[config.mk]
export PLATFORM = sky130hd
export DESIGN_NAME = capture_tachometer_direction
export DESIGN_NICKNAME = d
export VERILOG_FILES = /design/src/hw/rtl/ctd_pkg.sv /design/src/hw/rtl/ctd_ring.sv /design/src/hw/rtl/ctd_div.sv /design/src/hw/rtl/capture_tachometer_direction.sv
export SDC_FILE = /design/constraint.sdc
export NUM_CORES = 1
export LEC_CHECK = 0
export ABC_AREA = 1
export BUFFER_PORTS_ARGS = -buffer_cell sky130_fd_sc_hd__buf_4
export CAP_MARGIN = 20
export CORE_UTILIZATION = 65
export DETAILED_ROUTE_END_ITERATION = 7
export GPL_TIMING_DRIVEN = 0
export PLACE_DENSITY_LB_ADDON = 0.15
export SLEW_MARGIN = 20
export SYNTH_ARGS = -nofsm -noshare
export SYNTH_HDL_FRONTEND = slang
export SYNTH_SLANG_ARGS = --single-unit
[constraint.sdc]
create_clock -name clk -period 13 [get_ports clk]
set_input_delay 2.6 -clock clk [delete_from_list [all_inputs] [get_ports clk]]
set_output_delay 2.6 -clock clk [all_outputs]
set_load 0.005 [all_outputs]
[src/hw/rtl/ctd_pkg.sv]
// ----------------------------------------------------------------------------
// ctd_pkg: shared types and constants of the capture tachometer
// Field widths, register codes and reset values, and the status struct
// that the interval ring reports to the sequencer, and the request struct that the sequencer sends to it.
// ----------------------------------------------------------------------------
package ctd_pkg;

  // Field widths of the stream items and registers.
  localparam int TIMER_W    = 16;
  localparam int SUM_OUT_W  = 19;
  localparam int RPM_W      = 21;
  localparam int DIFF_W     = 17;
  localparam int CFG_W      = 24;
  localparam int TOTAL_W    = 32;
  localparam int IN_DATA_W  = 32;
  localparam int IN_USER_W  = 3;
  localparam int OUT_DATA_W = 64;
  localparam int OUT_USER_W = 2;
  localparam int APB_DATA_W = 32;
  localparam int APB_ADDR_W = 3;

  // Register codes, taken from the word address of the APB port.
  localparam logic REG_THRESHOLD = 1'b0;
  localparam logic REG_SCALE     = 1'b1;

  // Register values after reset.
  localparam logic [CFG_W-1:0] THRESHOLD_RESET = 24'd100000;
  localparam logic [CFG_W-1:0] SCALE_RESET     = 24'd1887000;

  // Requests from the sequencer to the interval ring.
  typedef struct packed {
    logic wr_en;
    logic scan_start;
  } ring_ctrl_t;

  // Status of a ring scan.
  typedef struct packed {
    logic done;
    logic all_nonzero;
  } ring_stat_t;

endpackage

[src/hw/rtl/ctd_ring.sv]
// ----------------------------------------------------------------------------
// ctd_ring: interval ring with a sequential summing scan
// Holds the last RING_DEPTH intervals in a small memory. A scan reads one
// entry per cycle and adds it into a running sum through one shared adder,
// checking at the same time that every entry is nonzero.
// ----------------------------------------------------------------------------
module ctd_ring #(
  parameter int RING_DEPTH = 8,
  parameter int SUM_W      = 19
) (
  input  logic                    clk,
  input  logic                    rst,
  input  ctd_pkg::ring_ctrl_t     ctrl,
  input  logic [ctd_pkg::TIMER_W-1:0] wr_data,
  output ctd_pkg::ring_stat_t     stat,
  output logic [SUM_W-1:0]        sum
);
  import ctd_pkg::*;

  localparam int IDX_W = (RING_DEPTH > 1) ? $clog2(RING_DEPTH) : 1;
  localparam int CNT_W = $clog2(RING_DEPTH + 1);

  logic [TIMER_W-1:0]    mem [RING_DEPTH];
  logic [RING_DEPTH-1:0] valid;
  logic [IDX_W-1:0]      wr_ptr;
  logic [CNT_W-1:0]      scan_cnt;
  logic                  scanning;
  logic                  rd_live;
  logic                  rd_ok;
  logic [TIMER_W-1:0]    rd_data;
  logic                  all_nz;
  logic                  done;
  logic                  issue;
  logic [TIMER_W-1:0]    entry;

  // A read is issued for every entry index of the scan.
  assign issue = scanning && (scan_cnt != CNT_W'(RING_DEPTH));
  // An entry never written since reset reads as zero.
  assign entry = rd_ok ? rd_data : '0;

  // Ring storage with a registered read port.
  always_ff @(posedge clk) begin
    if (ctrl.wr_en) begin
      mem[wr_ptr] <= wr_data;
    end
    if (issue) begin
      rd_data <= mem[scan_cnt[IDX_W-1:0]];
    end
  end

  // Write pointer, valid bits and the scan sequencer.
  always_ff @(posedge clk) begin
    if (rst) begin
      valid    <= '0;
      wr_ptr   <= '0;
      scan_cnt <= '0;
      scanning <= 1'b0;
      rd_live  <= 1'b0;
      rd_ok    <= 1'b0;
      all_nz   <= 1'b0;
      done     <= 1'b0;
    end else begin
      done    <= !ctrl.scan_start && scanning && !issue && !rd_live;
      rd_live <= issue;
      if (ctrl.wr_en) begin
        valid[wr_ptr] <= 1'b1;
        wr_ptr <= (wr_ptr == IDX_W'(RING_DEPTH - 1)) ? '0 : wr_ptr + 1'b1;
      end
      if (issue) begin
        rd_ok    <= valid[scan_cnt[IDX_W-1:0]];
        scan_cnt <= scan_cnt + 1'b1;
      end
      if (rd_live) begin
        sum <= sum + SUM_W'(entry);
        if (entry == '0) begin
          all_nz <= 1'b0;
        end
      end
      if (ctrl.scan_start) begin
        scanning <= 1'b1;
        scan_cnt <= '0;
        sum      <= '0;
        all_nz   <= 1'b1;
      end else if (scanning && !issue && !rd_live) begin
        scanning <= 1'b0;
      end
    end
  end

  assign stat.done        = done;
  assign stat.all_nonzero = all_nz;

endmodule

[src/hw/rtl/ctd_div.sv]
// ----------------------------------------------------------------------------
// ctd_div: serial restoring divider
// Produces one quotient bit per cycle with one shared subtractor.
// ----------------------------------------------------------------------------
module ctd_div #(
  parameter int DVD_W = 24,
  parameter int DSR_W = 19
) (
  input  logic             clk,
  input  logic             rst,
  input  logic             start,
  input  logic [DVD_W-1:0] dividend,
  input  logic [DSR_W-1:0] divisor,
  output logic             done,
  output logic [DVD_W-1:0] quotient
);
  import ctd_pkg::*;

  localparam int CNT_W = $clog2(DVD_W + 1);

  logic [DSR_W-1:0] rem;
  logic [DSR_W-1:0] dsr;
  logic [CNT_W-1:0] cnt;
  logic             busy;
  logic [DSR_W:0]   rem_sh;
  logic [DSR_W+1:0] diff;

  // Bring down the next dividend bit and try the subtraction.
  assign rem_sh = {rem, quotient[DVD_W-1]};
  assign diff   = {1'b0, rem_sh} - {2'b00, dsr};

  always_ff @(posedge clk) begin
    if (rst) begin
      busy <= 1'b0;
      done <= 1'b0;
      cnt  <= '0;
    end else begin
      done <= !start && busy && (cnt == CNT_W'(1));
      if (start) begin
        busy     <= 1'b1;
        cnt      <= CNT_W'(DVD_W);
        quotient <= dividend;
        dsr      <= divisor;
        rem      <= '0;
      end else if (busy) begin
        if (!diff[DSR_W+1]) begin
          rem      <= diff[DSR_W-1:0];
          quotient <= {quotient[DVD_W-2:0], 1'b1};
        end else begin
          rem      <= rem_sh[DSR_W-1:0];
          quotient <= {quotient[DVD_W-2:0], 1'b0};
        end
        cnt <= cnt - 1'b1;
        if (cnt == CNT_W'(1)) begin
          busy <= 1'b0;
        end
      end
    end
  end

endmodule

[src/hw/rtl/capture_tachometer_direction.sv]
// ----------------------------------------------------------------------------
// capture_tachometer_direction: capture tachometer with direction sense
// One input request is one timer interrupt; one result follows for each.
// ----------------------------------------------------------------------------
// Usage:
// The slave stream carries one interrupt per request: the A and B capture
// values in s_tdata and the A, B and overflow flags in s_tuser. The master
// stream returns exactly one result per request with the interval sum, the
// rpm, the direction difference and the forward flag in m_tdata, and the
// sum and direction valid flags in m_tuser.
// An interrupt that forms no A interval passes from acceptance through the
// A step to the result register, and one that adds an interval passes the
// threshold check as well. One that starts a ring scan waits for the scan,
// and a reported sum also waits for the serial division. At the earliest,
// the next request is taken in the cycle after the result is registered.
// The ring scan (one entry per cycle) and the divider (one quotient bit per
// cycle) are serial steps. One request is worked on at a time; s_tready is
// high only while the sequencer is idle.
// A finished result waits in the output register while the next request is
// taken; when the receiver stalls, the sequencer holds a new result until
// that register is free. Reset empties the ring and all holds and loads the
// register defaults; it needs no clearing pass. The user must write the APB
// registers only while the block is idle; the block does not enforce this.
// ----------------------------------------------------------------------------
module capture_tachometer_direction #(
  parameter int RING_DEPTH = 8
) (
  input  logic                                clk,
  input  logic                                rst,
  // APB configuration port
  input  logic                                psel,
  input  logic                                penable,
  input  logic                                pwrite,
  input  logic [ctd_pkg::APB_ADDR_W-1:0]      paddr,
  input  logic [ctd_pkg::APB_DATA_W-1:0]      pwdata,
  output logic [ctd_pkg::APB_DATA_W-1:0]      prdata,
  output logic                                pready,
  // Input stream
  input  logic                                s_tvalid,
  output logic                                s_tready,
  // s_tdata: chan_a_capture [15:0], chan_b_capture [31:16]
  input  logic [ctd_pkg::IN_DATA_W-1:0]       s_tdata,
  // s_tuser: chan_a_event [0], chan_b_event [1], overflow_event [2]
  input  logic [ctd_pkg::IN_USER_W-1:0]       s_tuser,
  // Output stream
  output logic                                m_tvalid,
  input  logic                                m_tready,
  // m_tdata: interval_sum [18:0], rpm [39:19], capture_difference [56:40],
  //          forward [57], zero [63:58]
  output logic [ctd_pkg::OUT_DATA_W-1:0]      m_tdata,
  // m_tuser: sum_valid [0], direction_valid [1]
  output logic [ctd_pkg::OUT_USER_W-1:0]      m_tuser
);
  import ctd_pkg::*;

  localparam int SUM_W = TIMER_W + ((RING_DEPTH > 1) ? $clog2(RING_DEPTH) : 1);
  localparam int PAD_W = OUT_DATA_W - (SUM_OUT_W + RPM_W + DIFF_W + 1);

  typedef enum logic [2:0] {
    IDLE,
    A_STEP,
    CHECK,
    SCAN,
    DIVIDE,
    OUTPUT
  } state_t;

  state_t state;

  // Configuration registers
  logic [CFG_W-1:0] message_threshold;
  logic [CFG_W-1:0] rpm_scale;

  // Tachometer and direction state
  logic [TIMER_W-1:0] last_capture;
  logic               have_last;
  logic [TOTAL_W-1:0] running_total;
  logic [TIMER_W-1:0] held_a;
  logic [TIMER_W-1:0] held_b;
  logic               a_is_held;
  logic               b_is_held;
  logic               forward_flag;

  // Latched request and result fields
  logic               a_ev;
  logic [TIMER_W-1:0] a_cap;
  logic               res_sum_valid;
  logic [SUM_OUT_W-1:0] res_sum;
  logic [RPM_W-1:0]   res_rpm;
  logic               res_dir_valid;
  logic [DIFF_W-1:0]  res_diff;

  // Unit connections
  ring_ctrl_t         ring_ctrl;
  ring_stat_t         ring_stat;
  logic [SUM_W-1:0]   ring_sum;
  logic [TIMER_W-1:0] interval;
  logic               div_start;
  logic               div_done;
  logic [CFG_W-1:0]   quotient;

  // Datapath helpers
  logic                 in_accept;
  logic                 in_a_ev;
  logic                 in_b_ev;
  logic                 in_ov_ev;
  logic [TIMER_W-1:0]   in_a_cap;
  logic [TIMER_W-1:0]   in_b_cap;
  logic [TIMER_W-1:0]   hold_a_next;
  logic [TIMER_W-1:0]   hold_b_next;
  logic                 a_held_next;
  logic                 b_held_next;
  logic                 dir_fire;
  logic [TOTAL_W:0]     total_add;
  logic [TOTAL_W-1:0]   total_sat;
  logic                 over_threshold;
  logic [SUM_W+SUM_OUT_W-1:0] sum_wide;
  logic                 cfg_write;

  // Request unpacking
  assign in_accept = s_tvalid && s_tready;
  assign in_a_cap  = s_tdata[TIMER_W-1:0];
  assign in_b_cap  = s_tdata[2*TIMER_W-1:TIMER_W];
  assign in_a_ev   = s_tuser[0];
  assign in_b_ev   = s_tuser[1];
  assign in_ov_ev  = s_tuser[2];
  assign s_tready  = (state == IDLE);

  // Direction: the first capture of each channel is held, then overflow
  // with both held reports their difference.
  assign a_held_next = a_is_held || in_a_ev;
  assign b_held_next = b_is_held || in_b_ev;
  assign hold_a_next = (in_a_ev && !a_is_held) ? in_a_cap : held_a;
  assign hold_b_next = (in_b_ev && !b_is_held) ? in_b_cap : held_b;
  assign dir_fire    = in_ov_ev && a_held_next && b_held_next;

  // Interval since the last A capture wraps with the timer.
  assign interval  = a_cap - last_capture;
  assign total_add = {1'b0, running_total} + (TOTAL_W + 1)'(interval);
  assign total_sat = total_add[TOTAL_W] ? '1 : total_add[TOTAL_W-1:0];
  assign over_threshold = running_total > TOTAL_W'(message_threshold);
  assign sum_wide  = {{SUM_OUT_W{1'b0}}, ring_sum};

  // Unit requests from the sequencer
  always_comb begin
    ring_ctrl.wr_en      = (state == A_STEP) && a_ev && have_last;
    ring_ctrl.scan_start = (state == CHECK) && over_threshold;
    div_start            = (state == SCAN) && ring_stat.done && ring_stat.all_nonzero;
  end

  ctd_ring #(
    .RING_DEPTH (RING_DEPTH),
    .SUM_W      (SUM_W)
  ) u_ring (
    .clk     (clk),
    .rst     (rst),
    .ctrl    (ring_ctrl),
    .wr_data (interval),
    .stat    (ring_stat),
    .sum     (ring_sum)
  );

  ctd_div #(
    .DVD_W (CFG_W),
    .DSR_W (SUM_W)
  ) u_div (
    .clk      (clk),
    .rst      (rst),
    .start    (div_start),
    .dividend (rpm_scale),
    .divisor  (ring_sum),
    .done     (div_done),
    .quotient (quotient)
  );

  // Configuration registers and read-back
  assign pready    = 1'b1;
  assign cfg_write = psel && penable && pwrite && pready;

  always_ff @(posedge clk) begin
    if (rst) begin
      message_threshold <= THRESHOLD_RESET;
      rpm_scale         <= SCALE_RESET;
    end else if (cfg_write) begin
      unique case (paddr[2])
        REG_THRESHOLD: message_threshold <= pwdata[CFG_W-1:0];
        REG_SCALE:     rpm_scale         <= pwdata[CFG_W-1:0];
        default: ;
      endcase
    end
  end

  always_comb begin
    unique case (paddr[2])
      REG_THRESHOLD: prdata = APB_DATA_W'(message_threshold);
      REG_SCALE:     prdata = APB_DATA_W'(rpm_scale);
      default:       prdata = '0;
    endcase
  end

  // Sequencer with tachometer state and the output register
  always_ff @(posedge clk) begin
    if (rst) begin
      state         <= IDLE;
      have_last     <= 1'b0;
      last_capture  <= '0;
      running_total <= '0;
      a_is_held     <= 1'b0;
      b_is_held     <= 1'b0;
      held_a        <= '0;
      held_b        <= '0;
      forward_flag  <= 1'b0;
      m_tvalid      <= 1'b0;
    end else begin
      if (m_tvalid && m_tready && (state != OUTPUT)) begin
        m_tvalid <= 1'b0;
      end
      unique case (state)
        IDLE: begin
          if (in_accept) begin
            a_ev          <= in_a_ev;
            a_cap         <= in_a_cap;
            res_sum_valid <= 1'b0;
            res_sum       <= '0;
            res_rpm       <= '0;
            if (dir_fire) begin
              res_dir_valid <= 1'b1;
              res_diff      <= {1'b0, hold_a_next} - {1'b0, hold_b_next};
              forward_flag  <= hold_a_next > hold_b_next;
              held_a        <= '0;
              held_b        <= '0;
              a_is_held     <= 1'b0;
              b_is_held     <= 1'b0;
            end else begin
              res_dir_valid <= 1'b0;
              res_diff      <= '0;
              held_a        <= hold_a_next;
              held_b        <= hold_b_next;
              a_is_held     <= a_held_next;
              b_is_held     <= b_held_next;
            end
            state <= A_STEP;
          end
        end
        A_STEP: begin
          if (!a_ev) begin
            state <= OUTPUT;
          end else if (!have_last) begin
            last_capture <= a_cap;
            have_last    <= 1'b1;
            state        <= OUTPUT;
          end else begin
            last_capture  <= a_cap;
            running_total <= total_sat;
            state         <= CHECK;
          end
        end
        CHECK: begin
          state <= over_threshold ? SCAN : OUTPUT;
        end
        SCAN: begin
          if (ring_stat.done) begin
            if (ring_stat.all_nonzero) begin
              res_sum_valid <= 1'b1;
              res_sum       <= sum_wide[SUM_OUT_W-1:0];
              running_total <= '0;
              state         <= DIVIDE;
            end else begin
              state <= OUTPUT;
            end
          end
        end
        DIVIDE: begin
          if (div_done) begin
            res_rpm <= quotient[RPM_W-1:0];
            state   <= OUTPUT;
          end
        end
        OUTPUT: begin
          if (!m_tvalid || m_tready) begin
            m_tvalid <= 1'b1;
            m_tdata  <= {{PAD_W{1'b0}}, forward_flag, res_diff, res_rpm, res_sum};
            m_tuser  <= {res_dir_valid, res_sum_valid};
            state    <= IDLE;
          end
        end
        default: state <= IDLE;
      endcase
    end
  end

endmodule
## Yosys cells after proc, flatten, opt, wreduce, memory -nomap -nowiden

Memory sizes are Yosys's and may differ from the RTL's. A register that Yosys moved wholly into a read port is not among the register bits.
Cells that the tools add are included.

- Register bits after elaboration: 380
- Bits in writable memories: 128
- Output and inout bits: 101
- Word-level logic and storage cells: 190
- Memories kept: 1

- $add $sub $neg: 8
- $lt $le $gt $ge: 5
- Equal/unequal tests: 16
- Multiplexer cells: 61
- Bitwise operators: 3
- Reduce and logical (&&, ||, !) cells: 59

Memories:

| name | words | width | read ports | clocked after Yosys merged registers in | write ports | line | RTL |
|---|---|---|---|---|---|---|---|
| u_ring.mem | 8 | 16 | 1 | 1 | 1 | ctd_ring.sv:23 | `logic [TIMER_W-1:0] mem [RING_DEPTH];` |

Operators with widths:

| operator | number |
|---|---|
| $mux 32 | 5 |
| $pmux 32 s2 | 2 |
| $mux 19 | 6 |
| $mux 16 | 5 |
| $mux 24 | 2 |
| $mux 21 | 2 |
| $pmux 21 s2 | 1 |
| $pmux 19 s2 | 1 |
| $add 32x16->33 | 1 |
| $gt 32x24->1 | 1 |
| $mux 3 | 8 |
| $logic_and 1x1->1 | 23 |
| $mux 1 | 23 |
| $sub 20x19->21 | 1 |
| $add 19x16->19 | 1 |
| $pmux 3 s6 | 1 |
| $sub 16x16->17 | 1 |
| $gt 16x16->1 | 1 |
| $logic_not 16->1 | 1 |
| $reduce_and 2->1 | 8 |
| $sub 16x16->16 | 1 |
| $reduce_bool 2->1 | 7 |
| $mux 5 | 2 |
| $reduce_and 5->1 | 2 |
| other kinds (24) | 46 |

## Logic depth before layout (Yosys ltp)

Gate-level depths: netlist of run 1.

- Depth after elaboration: 7
- Mapped depth: 24
- Gate-level depth less buffers: 24

## By module

Synthesis of run 1 repeated with hierarchy kept, for this count alone.

- Cell total of the unflattened synthesis: 2908
- Area total of the unflattened synthesis: 25939.9 um2

Modules (own cells, without submodules):

| module | instances | cells an instance | area each (um2) | seq. area each (um2) |
|---|---|---|---|---|
| capture_tachometer_direction | 1 | 1627 | 13763.2 | 6806.5 |
| ctd_ring | 1 | 775 | 8142.8 | 5295.1 |
| ctd_div | 1 | 506 | 4033.9 | 2001.9 |

## Least setup slack after synthesis of run 1

OpenSTA, ideal clock, no wires.

- Path type: input-to-reg
- Start: input rst
- End: register m_tdata[0] (netlist bit), enable pin
- Setup time: 0.564 ns
- Data arrival time: 7.417 ns
- Data required time: 12.436 ns
- Setup slack: 5.019 ns
- Stages: 3
- Path through: clkbuf_1 clkbuf_1 nor3b_1

- Word-level cells in the longest chain between the ends: 2

Ends and longest elaborated chain:

| item | line | RTL |
|---|---|---|
| start, declared | capture_tachometer_direction.sv:29 | `input logic rst,` |
| $not 1->1 (no source line) | -- |  |
| $reduce_and 3->1 (no source line) | -- |  |
| end signal, assigned | capture_tachometer_direction.sv:282 | `m_tdata <= {{PAD_W{1'b0}}, forward_flag, res_diff, res_rpm, res_sum};` |
| end, declared | capture_tachometer_direction.sv:50 | `output logic [ctd_pkg::OUT_DATA_W-1:0] m_tdata,` |

No other way between the ends.
A chain may end at the register's enable or synchronous reset.

## Final worst setup path of run 1

- Start: input paddr[2] (netlist bit)
- End: output prdata[2] (netlist bit)

- Word-level cells in the longest chain between the ends: 2

Ends and longest elaborated chain:

| item | line | RTL |
|---|---|---|
| start, declared | capture_tachometer_direction.sv:34 | `input logic [ctd_pkg::APB_ADDR_W-1:0] paddr,` |
| $not 1->1 (no source line) | -- |  |
| $pmux 32 s2 (*) | capture_tachometer_direction.sv:194 | `unique case (paddr[2])` |
| end, declared | capture_tachometer_direction.sv:36 | `output logic [ctd_pkg::APB_DATA_W-1:0] prdata,` |

Mark *: on every way between the ends. The rest lies on a longest branch, timed or not. The select of a mux whose other input is x is not followed.

==> flow_metrics.tcl, run 1 <==
set metrics [dict create \
    synth_flop_cell "edfxtp_1" \
    holdBufCountCts 0 \
    hp-start "res_diff[13]" \
    fp.dieArea_um2 40300 \
    core_area_um2 38800 \
    place.gp.congestion 0.941 \
    power_leakage_nw 12.4 \
    status "finished, final reports clean" \
    start_util 0.662 \
    cp_max_fo 10 \
    netlist_instances 2779 \
    hold_end "m_tdata[53]" \
    dpl.hpwl_mm 49.2 \
    irDropWorstVdd_mv 0.159 \
    yosysMostFrequentCell "nand2_1" \
    grt.total_usage 0.330 \
    clk_latency_ns 0.62 \
    antenna_found_initial 1 \
    multi_input_area_um2 9930 \
    grt_pass1_vias 19900 \
    io_buffers 151 \
    finalCritPeriodShare 0.498 \
    syn_to_final_growth_pct 14.7 \
    wl_mm 66.6 \
    synth_top_family_by_area "simple AND/OR/NAND/NOR gates" \
    synth_area_leaders "edfxtp_1, dfxtp_1, nand2_1" \
    pin_count 178 \
    min_delay_path_depth 0 \
    std_cell_rows 72 \
    cts_buffer_depth 3 \
    regToRegSetupSlack_ns 8.04 \
    die-width_um 201 \
    startpoint_type "input port" \
    nNetsFinal 3208 \
    cts_inserted_buffers 52 \
    rsz0062_at_grt "no" \
    drv_cap 0 \
    drc 0 \
    timing.fmax_ghz 0.154 \
    drtIter0Drc 1888 \
    synth_area_um2 25700 \
    place_ws_ns 6.54 \
    yosysTopAreaCellShare 0.422 \
    vias 20700 \
    path_clk_slew_ns 0.06 \
    yosys.area.top_type "edfxtp_1" \
    drt-vias-per-instance 5.78 \
    synth_compound_gate_area_share 0.121 \
    synth_common_cells "nand2_1, edfxtp_1, nor2_1" \
    critPathKind "in2out" \
    cts_tree "built" \
    ant_nets 0 \
    r2r_start "a_cap[0]" \
    placement.cell_area_um2 27800 \
    die_h_um 201 \
    fillers 2639 \
    yosysWarnings 0 \
    final_cell_area_um2 29500 \
    clock_skew_ns 0.0148 \
    wire_per_inst_um 18.6 \
    worst-endpoint-arrival_ns 3.88 \
    powerDensity_nw_per_um2 153 \
    async_flop_share 0 \
    synthXorXnorAreaFrac 0.0188 \
    cts-root-buf "clkbuf_16" \
    final_util 0.759 \
    hold_path.class "reg2reg" \
    cts_max_level 2 \
    post_cts_buffers 0 \
    ys_ff_latch 524 \
    firstDrtPassIters 5 \
    postLayoutSetupSlackWorst_ns 6.52 \
    yosys.area_share.simple 0.171 \
    worstMarginPinSlew_ns 1.15 \
    setup_viol 0 \
    drv_slew 0 \
    min_period_ns 6.48 \
    grt_max_degree 26 \
    synthAdderAreaFrac 0.0589 \
    end_kind "primary output" \
    hold_viol_final 0 \
    max_slew_margin 0.232 \
    r2r_cells 19 \
    drive_above_1_share 0.121 \
    post_cts_resized 0 \
    required_ns 10.40 \
    fin_tns_setup_ns 0 \
    r2r_end "running_total[27]" \
    yosysSeqAreaShare 0.549 \
    cts_num_sinks 524 \
    gr-total-overflow 0 \
    syn_area_per_cell_um2 9.24 \
    synth_mux_area_frac 0.0124 \
    grt_pass1_wl_mm 105 \
    seq_area_um2 14100 \
    synth_cell_types 56 \
    synth_edf_count 361 \
]
==> cell families after synthesis <==
group	count (synthesis)
mux	30
other cells	2
fa+ha+maj	118
xor+xnor	55
flops	524
simple gates	1042
compound gates	575
buf+inv	433
==> through the flow <==
step / total power, mW / hold WS [ns] / instances
floorplan: 2.67 / 0.400 / 2792
global placement: 2.96 / 0.402 / 3461
detailed placement: 3.02 / 0.405 / 3476
CTS: 4.48 / 0.419 / 3574
global route: 4.66 / 0.426 / 3576
finish: 4.50 / 0.417 / 3576
==> final cells by class <==
class,count,share of cell area
multi-input combinational,1835,0.337
buffer,111,0.0191
clock buffer,75,0.0507
clock inverter,23,0.00637
antenna,1,0.0000849
tap,518,0.0220
sequential,524,0.479
timing repair buffer,167,0.0448
inverter,322,0.0410
==> layer usage <==
| layer | up-vias | global-route usage | share of wire |
|---|---|---|---|
| met5 | - | 0 | 0 |
| met4 | 0 | 0.120 | 0.030 |
| met3 | 119 | 0.0396 | 0.077 |
| met2 | 960 | 0.558 | 0.49 |
| met1 | 9760 | 0.441 | 0.41 |
| li1 | 9832 | - | - |
==> where the power goes <==
group          leakage, nW  internal (mW)  switching [mW]
logic                 6.95          0.302           0.689
clock network        0.813          0.826           0.649
registers             4.61           1.99          0.0419
total                 12.4           3.12            1.38
==> placed cells by master, fill, tap and decap left out, types with 5 or more instances in the layout <==
master | Yosys | routed
nand3_1 | 89 | 89
nand3_2 | 7 | 7
a31oi_1 | 31 | 31
clkbuf_16 | 0 | 56
ha_1 | 113 | 113
inv_2 | 12 | 12
buf_6 | 8 | 15
nor2_2 | 6 | 11
inv_1 | 307 | 307
nand2_1 | 528 | 528
mux2i_1 | 15 | 15
nand4_1 | 18 | 18
fa_1 | 5 | 5
dfxtp_1 | 163 | 163
a21oi_2 | 10 | 11
or2_2 | 6 | 6
o21ai_0 | 249 | 249
nor2_4 | 8 | 9
o21a_1 | 7 | 7
clkinv_2 | 0 | 7
mux2_2 | 15 | 15
a211oi_1 | 7 | 6
edfxtp_1 | 361 | 361
xnor2_1 | 25 | 23
nor4_1 | 7 | 7
nand2_2 | 5 | 5
clkinv_1 | 3 | 13
o21bai_1 | 8 | 8
clkbuf_1 | 73 | 90
a21o_1 | 5 | 5
buf_4 | 20 | 178
a21oi_1 | 214 | 213
nor2_1 | 332 | 326
nor3_1 | 18 | 17
o21ai_1 | 9 | 8
o22ai_1 | 19 | 19
conb_1 | 2 | 15
xor2_1 | 30 | 30
buf_2 | 8 | 8
==> worst max-delay path, cell delays in order <==
cell	delay, ns
buf_4	0.12
clkbuf_1	0.27
clkbuf_1	0.47
nand2_1	0.10
o21ai_0	0.15
buf_4	0.17
==> flip-flops by register name (all words and copies together) (netlist names), 17 cells and up <==
signal	count
u_div.dsr	19
running_total	32
u_div.rem	19
u_ring.sum	19
rpm_scale	24
u_ring.mem	128
res_diff	17
res_rpm	21
u_div.quotient	24
res_sum	19
message_threshold	24
m_tdata	58
==> how the worst max path moves through the flow <==
stage / cells after the start / slack, ns / end / startpoint
CTS: 6 / 6.54 / prdata[14] / paddr[2]
global route: 6 / 6.38 / prdata[2] / paddr[2]
global placement: 3 / 2.51 / m_tdata[36] / rst
detailed placement: 6 / 6.54 / prdata[14] / paddr[2]
finish: 6 / 6.52 / prdata[2] / paddr[2]
floorplan: 3 / 5.02 / m_tdata[0] / rst
No activity file was read; power rests on OpenSTA's default activity.
==> run 2: changes to the inputs <==
- CORE_UTILIZATION: 65 -> 61
- clock period: 13 -> 6.8 ns (I/O delays scaled with it)
==> run 2 against run 1 <==
Count of clock-buffer cells in the layout rose by 1. Register-to-register slack lost 6.2 ns. Combinational power is 89% higher. Cell count grew 0.36%. Critical path depth is 14 higher. Final area grew 0.40%. Total power up 93%. Non-clock buffer count stayed put. Largest cell class unchanged. Largest power group unchanged.
==> flow_metrics.tcl, run 2 (same netlist as run 1, synthesis figures left out) <==
set metrics [dict create \
    status "finished, final reports clean" \
    drtIter0Drc 1620 \
    pin_count 178 \
    grt_pass1_wl_mm 102 \
    critPathKind "reg2reg" \
    cts_max_level 2 \
    nNetsFinal 3208 \
    place_ws_ns 2.02 \
    final_util 0.718 \
    hold_viol_final 0 \
    setup_viol 0 \
    worstMarginPinSlew_ns 1.22 \
    cts_inserted_buffers 52 \
    r2r_cells 20 \
    most-common-layout-cells "nand2_1, edfxtp_1, nor2_1" \
    antenna_found_initial 0 \
    std_cell_rows 74 \
    rsz0062_at_grt "no" \
    startpoint_type "flop" \
    max_slew_margin 0.185 \
    grt.total_usage 0.301 \
    met2_length_mm 30.9 \
    gr-total-overflow 0 \
    grt_max_degree 26 \
    holdBufCountCts 0 \
    drt-vias-per-instance 5.63 \
    die_h_um 207 \
    wire_per_inst_um 18.0 \
    fin_tns_setup_ns 0 \
    ant_nets 0 \
    cts-root-buf "clkbuf_16" \
    die-width_um 207 \
    end_kind "flop" \
    power_leakage_nw 12.4 \
    drv_cap 0 \
    place.gp.congestion 0.911 \
    vias 20200 \
    min_delay_path_depth 0 \
    cts_buffer_depth 3 \
    min_period_ns 5.00 \
    dr_wl_met3_mm 4.00 \
    final_cell_area_um2 29600 \
    regMostFlops "u_ring.mem" \
    drc 0 \
    cp_max_fo 9 \
    irDropWorstVdd_mv 0.268 \
    start_util 0.623 \
    fillers 3107 \
    fp.dieArea_um2 42900 \
    final_common_cell "nand2_1" \
    drv_slew 0 \
    worst-endpoint-arrival_ns 5.47 \
    drive_above_1_share 0.126 \
    cts_tree "built" \
    grt_pass1_vias 19100 \
    post_cts_resized 0 \
    required_ns 7.27 \
    powerDensity_nw_per_um2 293 \
    clock_skew_ns 0.0229 \
    path_clk_slew_ns 0.06 \
    firstDrtPassIters 5 \
    clk_latency_ns 0.62 \
    wl_mm 64.6 \
    placement.cell_area_um2 27800 \
    core_area_um2 41200 \
    top_layer_used "met4" \
    io_buffers 151 \
    hold_path.class "reg2reg" \
    finalCritPeriodShare 0.736 \
    largest_register_ffs 128 \
    timing.fmax_ghz 0.200 \
    wl_met1_mm 28.2 \
    diodes 0 \
    cts_num_sinks 524 \
    reg_top3 "u_ring.mem x128, m_tdata x58, running_total x32" \
    post_cts_buffers 0 \
    postLayoutSetupSlackWorst_ns 1.80 \
    syn_to_final_growth_pct 15.1 \
    dpl.hpwl_mm 49.0 \
]
==> run 2: cell count changes in the layout (fill, tap and decap cells not counted), sizes merged <==
cell and change:
bufinv +1, clkinvlp +3, clkbuf +1, clkinv -5
diode -1
==> run 2: metal layers <==
layer	up-vias	track usage
met5	-	0
met2	716	0.504
met4	0	0.0921
li1	9839	-
met1	9551	0.410
met3	94	0.0373
==> run 2: worst paths after layout <==
check	startpoint	to	slack [ns]
worst max-delay path	a_cap[0]	running_total[25]	1.80
worst max register to register	a_cap[0]	running_total[25]	1.80
worst min-delay path	res_dir_valid	m_tuser[1]	0.42
worst min register to register	res_dir_valid	m_tuser[1]	0.42
==> run 2: final cells by class <==
cell class / instances / area [um2] / area share
Buffer: 111 / 562 / 0.0190
Tap cell: 532 / 666 / 0.0225
Inverter: 322 / 1210 / 0.0409
Sequential cell: 524 / 14100 / 0.477
Timing Repair Buffer: 167 / 1330 / 0.0450
Clock inverter: 22 / 200 / 0.00677
Multi-Input combinational cell: 1835 / 9950 / 0.336
Clock buffer: 76 / 1560 / 0.0527
==> run 2: critical path, cell delays in order, from the launching register on <==
cell	delay, ns
edfxtp_1	0.38
inv_1	0.09
ha_1	0.22
fa_1	0.22
inv_1	0.05
a31oi_1	0.38
o21bai_1	0.21
a21boi_0	0.47
o21ai_0	0.20
xor2_1	0.92
ha_1	0.44
a21oi_1	0.23
o21ai_0	0.16
inv_1	0.10
nor2_1	0.04
o21ai_0	0.38
nand2_1	0.10
nand2_1	0.09
nand3_2	0.05
nand2_1	0.07
a21oi_2	0.05
==> run 2: where the power goes <==
part	leakage (nW)	switching (mW)	internal [mW]
Combinational	6.96	1.30	0.573
Clock	0.850	1.24	1.68
Sequential	4.61	0.0749	3.80
Total	12.4	2.61	6.05
==> run 2: through the flow <==
stage          hold WS [ns]  instances  total power [mW]
2_1_floorplan         0.400       2792              5.11
3_3_place_gp          0.401       3475              5.68
3_5_place_dp          0.405       3491              5.78
4_1_cts               0.414       3589              8.67
5_1_grt               0.416       3589              9.01
6_report              0.416       3589              8.67
==> run 3: changes to the inputs <==
- clock period: 6.8 -> 4.74 ns (I/O delays scaled with it)
==> run 3 against run 2 <==
Fmax is 13% higher. Global-route usage is 0.35 points higher. Hold slack worse by 0.0029 ns. Count of clock-buffer cells in the layout is 4 lower. Critical path depth is 2 lower. Non-clock buffer count stayed put. Clock skew is 0.0016 ns lower. Die area stayed put. Clock power is 45% higher. Via count is 0.12% lower. Total power is 44% higher. Sequential share of layout area is 0.091 points lower. Highest routed layer unchanged.
==> flow_metrics.tcl, run 3 (same netlist as run 1, synthesis figures left out) <==
set metrics [dict create \
    status "finished, final reports clean" \
    r2r_cells 18 \
    place.gp.congestion 0.940 \
    pin_count 178 \
    grt_max_degree 26 \
    worst-endpoint-arrival_ns 4.89 \
    combPwrFrac 0.216 \
    worstMarginPinSlew_ns 1.12 \
    start_util 0.623 \
    timing.fmax_ghz 0.226 \
    cts_tree "built" \
    nNetsFinal 3209 \
    crit_path_end "running_total[28]" \
    clockPowerShare 0.338 \
    path_clk_slew_ns 0.06 \
    vias 20200 \
    finalCritPeriodShare 0.932 \
    cts_num_sinks 524 \
    drt-vias-per-instance 5.62 \
    postLayoutSetupSlackWorst_ns 0.320 \
    seq_area_um2 14100 \
    place_ws_ns 0.0443 \
    seqPwrFrac 0.446 \
    cp-startpoint "a_cap[2]" \
    multi_input_area_um2 9980 \
    antenna_found_initial 0 \
    r2r_end "running_total[28]" \
    grt_pass1_vias 19800 \
    ant_nets 0 \
    intPower_mw 8.69 \
    core_area_um2 41200 \
    setup_viol 0 \
    grt_pass1_wl_mm 103 \
    powerDensity_nw_per_um2 421 \
    power_leakage_nw 12.4 \
    final_cell_area_um2 29600 \
    hold_viol_final 0 \
    most-common-layout-cells "nand2_1, edfxtp_1, nor2_1" \
    total_power_mw 12.5 \
    drv_slew 0 \
    cts_inserted_buffers 53 \
    rsz0062_at_grt "no" \
    dpl.hpwl_mm 48.7 \
    r2r_start "a_cap[2]" \
    irDropWorstVdd_mv 0.373 \
    wl_mm 65.0 \
    slowest_stage "xor2_2" \
    critPathKind "reg2reg" \
    cts-root-buf "clkbuf_16" \
    drv_cap 0 \
    largest_register_ffs 128 \
    std_cell_rows 74 \
    io_buffers 151 \
    clk_latency_ns 0.63 \
    wire_per_inst_um 18.1 \
    cpPeakStageDelay_ns 0.54 \
    crit_chain "ha_1 -> nand2_1 -> nand2_1 -> a31oi_1 -> o21ai_0 -> a21oi_1 -> o21ai_0 -> xor2_2 -> ha_1 -> a21oi_1 -> o21ai_1 -> a21oi_1 -> nand2_2 -> nand4_4 -> buf_6 -> nand3_2 -> nand2_1 -> a21oi_2" \
    required_ns 5.21 \
    switchingPower_mw 3.80 \
    reg_top3 "u_ring.mem x128, m_tdata x58, running_total x32" \
    diodes 0 \
    hold_path.class "reg2reg" \
    dp.cells 3489 \
    die_h_um 207 \
    grt.total_usage 0.304 \
    switching_share 0.304 \
    regMostFlops "u_ring.mem" \
    regToRegSetupSlack_ns 0.32 \
    finalNonFillerCells 3591 \
    gr-total-overflow 0 \
    drc 0 \
    max_slew_margin 0.250 \
    die-width_um 207 \
    drive_above_1_share 0.127 \
    startpoint_type "flop" \
    firstDrtPassIters 6 \
    drtIter0Drc 1478 \
    end_kind "flop" \
    final_common_cell "nand2_1" \
    cts_buffer_depth 3 \
    cp_max_fo 10 \
    clock_skew_ns 0.0213 \
    syn_to_final_growth_pct 15.4 \
    fin_tns_setup_ns 0 \
    placement.cell_area_um2 27800 \
    min_period_ns 4.42 \
    cts_max_level 2 \
    fp.dieArea_um2 42900 \
    fillers 3047 \
]
-- run 3: layout make-up --
| type | instances | share of cell area |
|---|---|---|
| buffer | 111 | 0.0190 |
| clock inverter | 28 | 0.00950 |
| inverter | 322 | 0.0408 |
| timing repair buffer | 167 | 0.0454 |
| sequential | 524 | 0.476 |
| multi-input combinational | 1835 | 0.337 |
| tap | 532 | 0.0225 |
| clock buffer | 72 | 0.0502 |
-- run 3: worst min-delay path by stage --
stage	cells after the start	end	slack [ns]	from
2_1_floorplan	0	m_tdata[0]	0.40	res_sum[0]
3_3_place_gp	0	m_tdata[22]	0.40	res_rpm[3]
3_5_place_dp	0	m_tdata[14]	0.40	res_sum[14]
4_1_cts	0	m_tuser[1]	0.41	res_dir_valid
5_1_grt	0	m_tdata[53]	0.42	res_diff[13]
6_report	0	m_tdata[43]	0.41	res_diff[3]
-- run 3: critical path, delay by kind of cell (launching register included) --
| family | cells | cell delay, ns |
|---|---|---|
| compound gates | 8 | 1.75 |
| buf+inv | 1 | 0.21 |
| simple gates | 6 | 0.61 |
| xor+xnor | 1 | 0.54 |
| fa+ha+maj | 2 | 0.77 |
| flops | 1 | 0.39 |
-- run 3: power groups by stage --
stage | clock [mW] | combinational (mW) | sequential (mW)
after floorplan | 0 | 1.69 | 5.63
after global placement | 0 | 2.47 | 5.67
after detailed placement | 0 | 2.63 | 5.66
after CTS | 4.25 | 2.65 | 5.57
after global routing | 4.43 | 2.97 | 5.59
final | 4.22 | 2.70 | 5.57
-- run 3: timing repair --
| item | 4_1_cts | 5_1_grt |
|---|---|---|
| hold buffers | 0 | 0 |
| pin swaps | 0 | 2 |
| setup buffers | 0 | 2 |
| resized for setup | 1 | 2 |
| endpoints found under the setup margin | 1 | 32 |
-- run 3: layer usage --
| metal | part of all wire | global-route usage | up-vias |
|---|---|---|---|
| li1 | - | - | 9813 |
| met1 | 0.43 | 0.406 | 9518 |
| met2 | 0.48 | 0.512 | 732 |
| met3 | 0.065 | 0.0358 | 112 |
| met4 | 0.031 | 0.113 | 0 |
| met5 | 0 | 0 | - |
-- run 3: stage by stage --
step           hold WS (ns)  utilization
6_report              0.413        0.719
5_1_grt               0.416        0.719
4_1_cts               0.412        0.718
3_5_place_dp          0.405        0.675
3_3_place_gp          0.401        0.668
2_1_floorplan         0.400            -
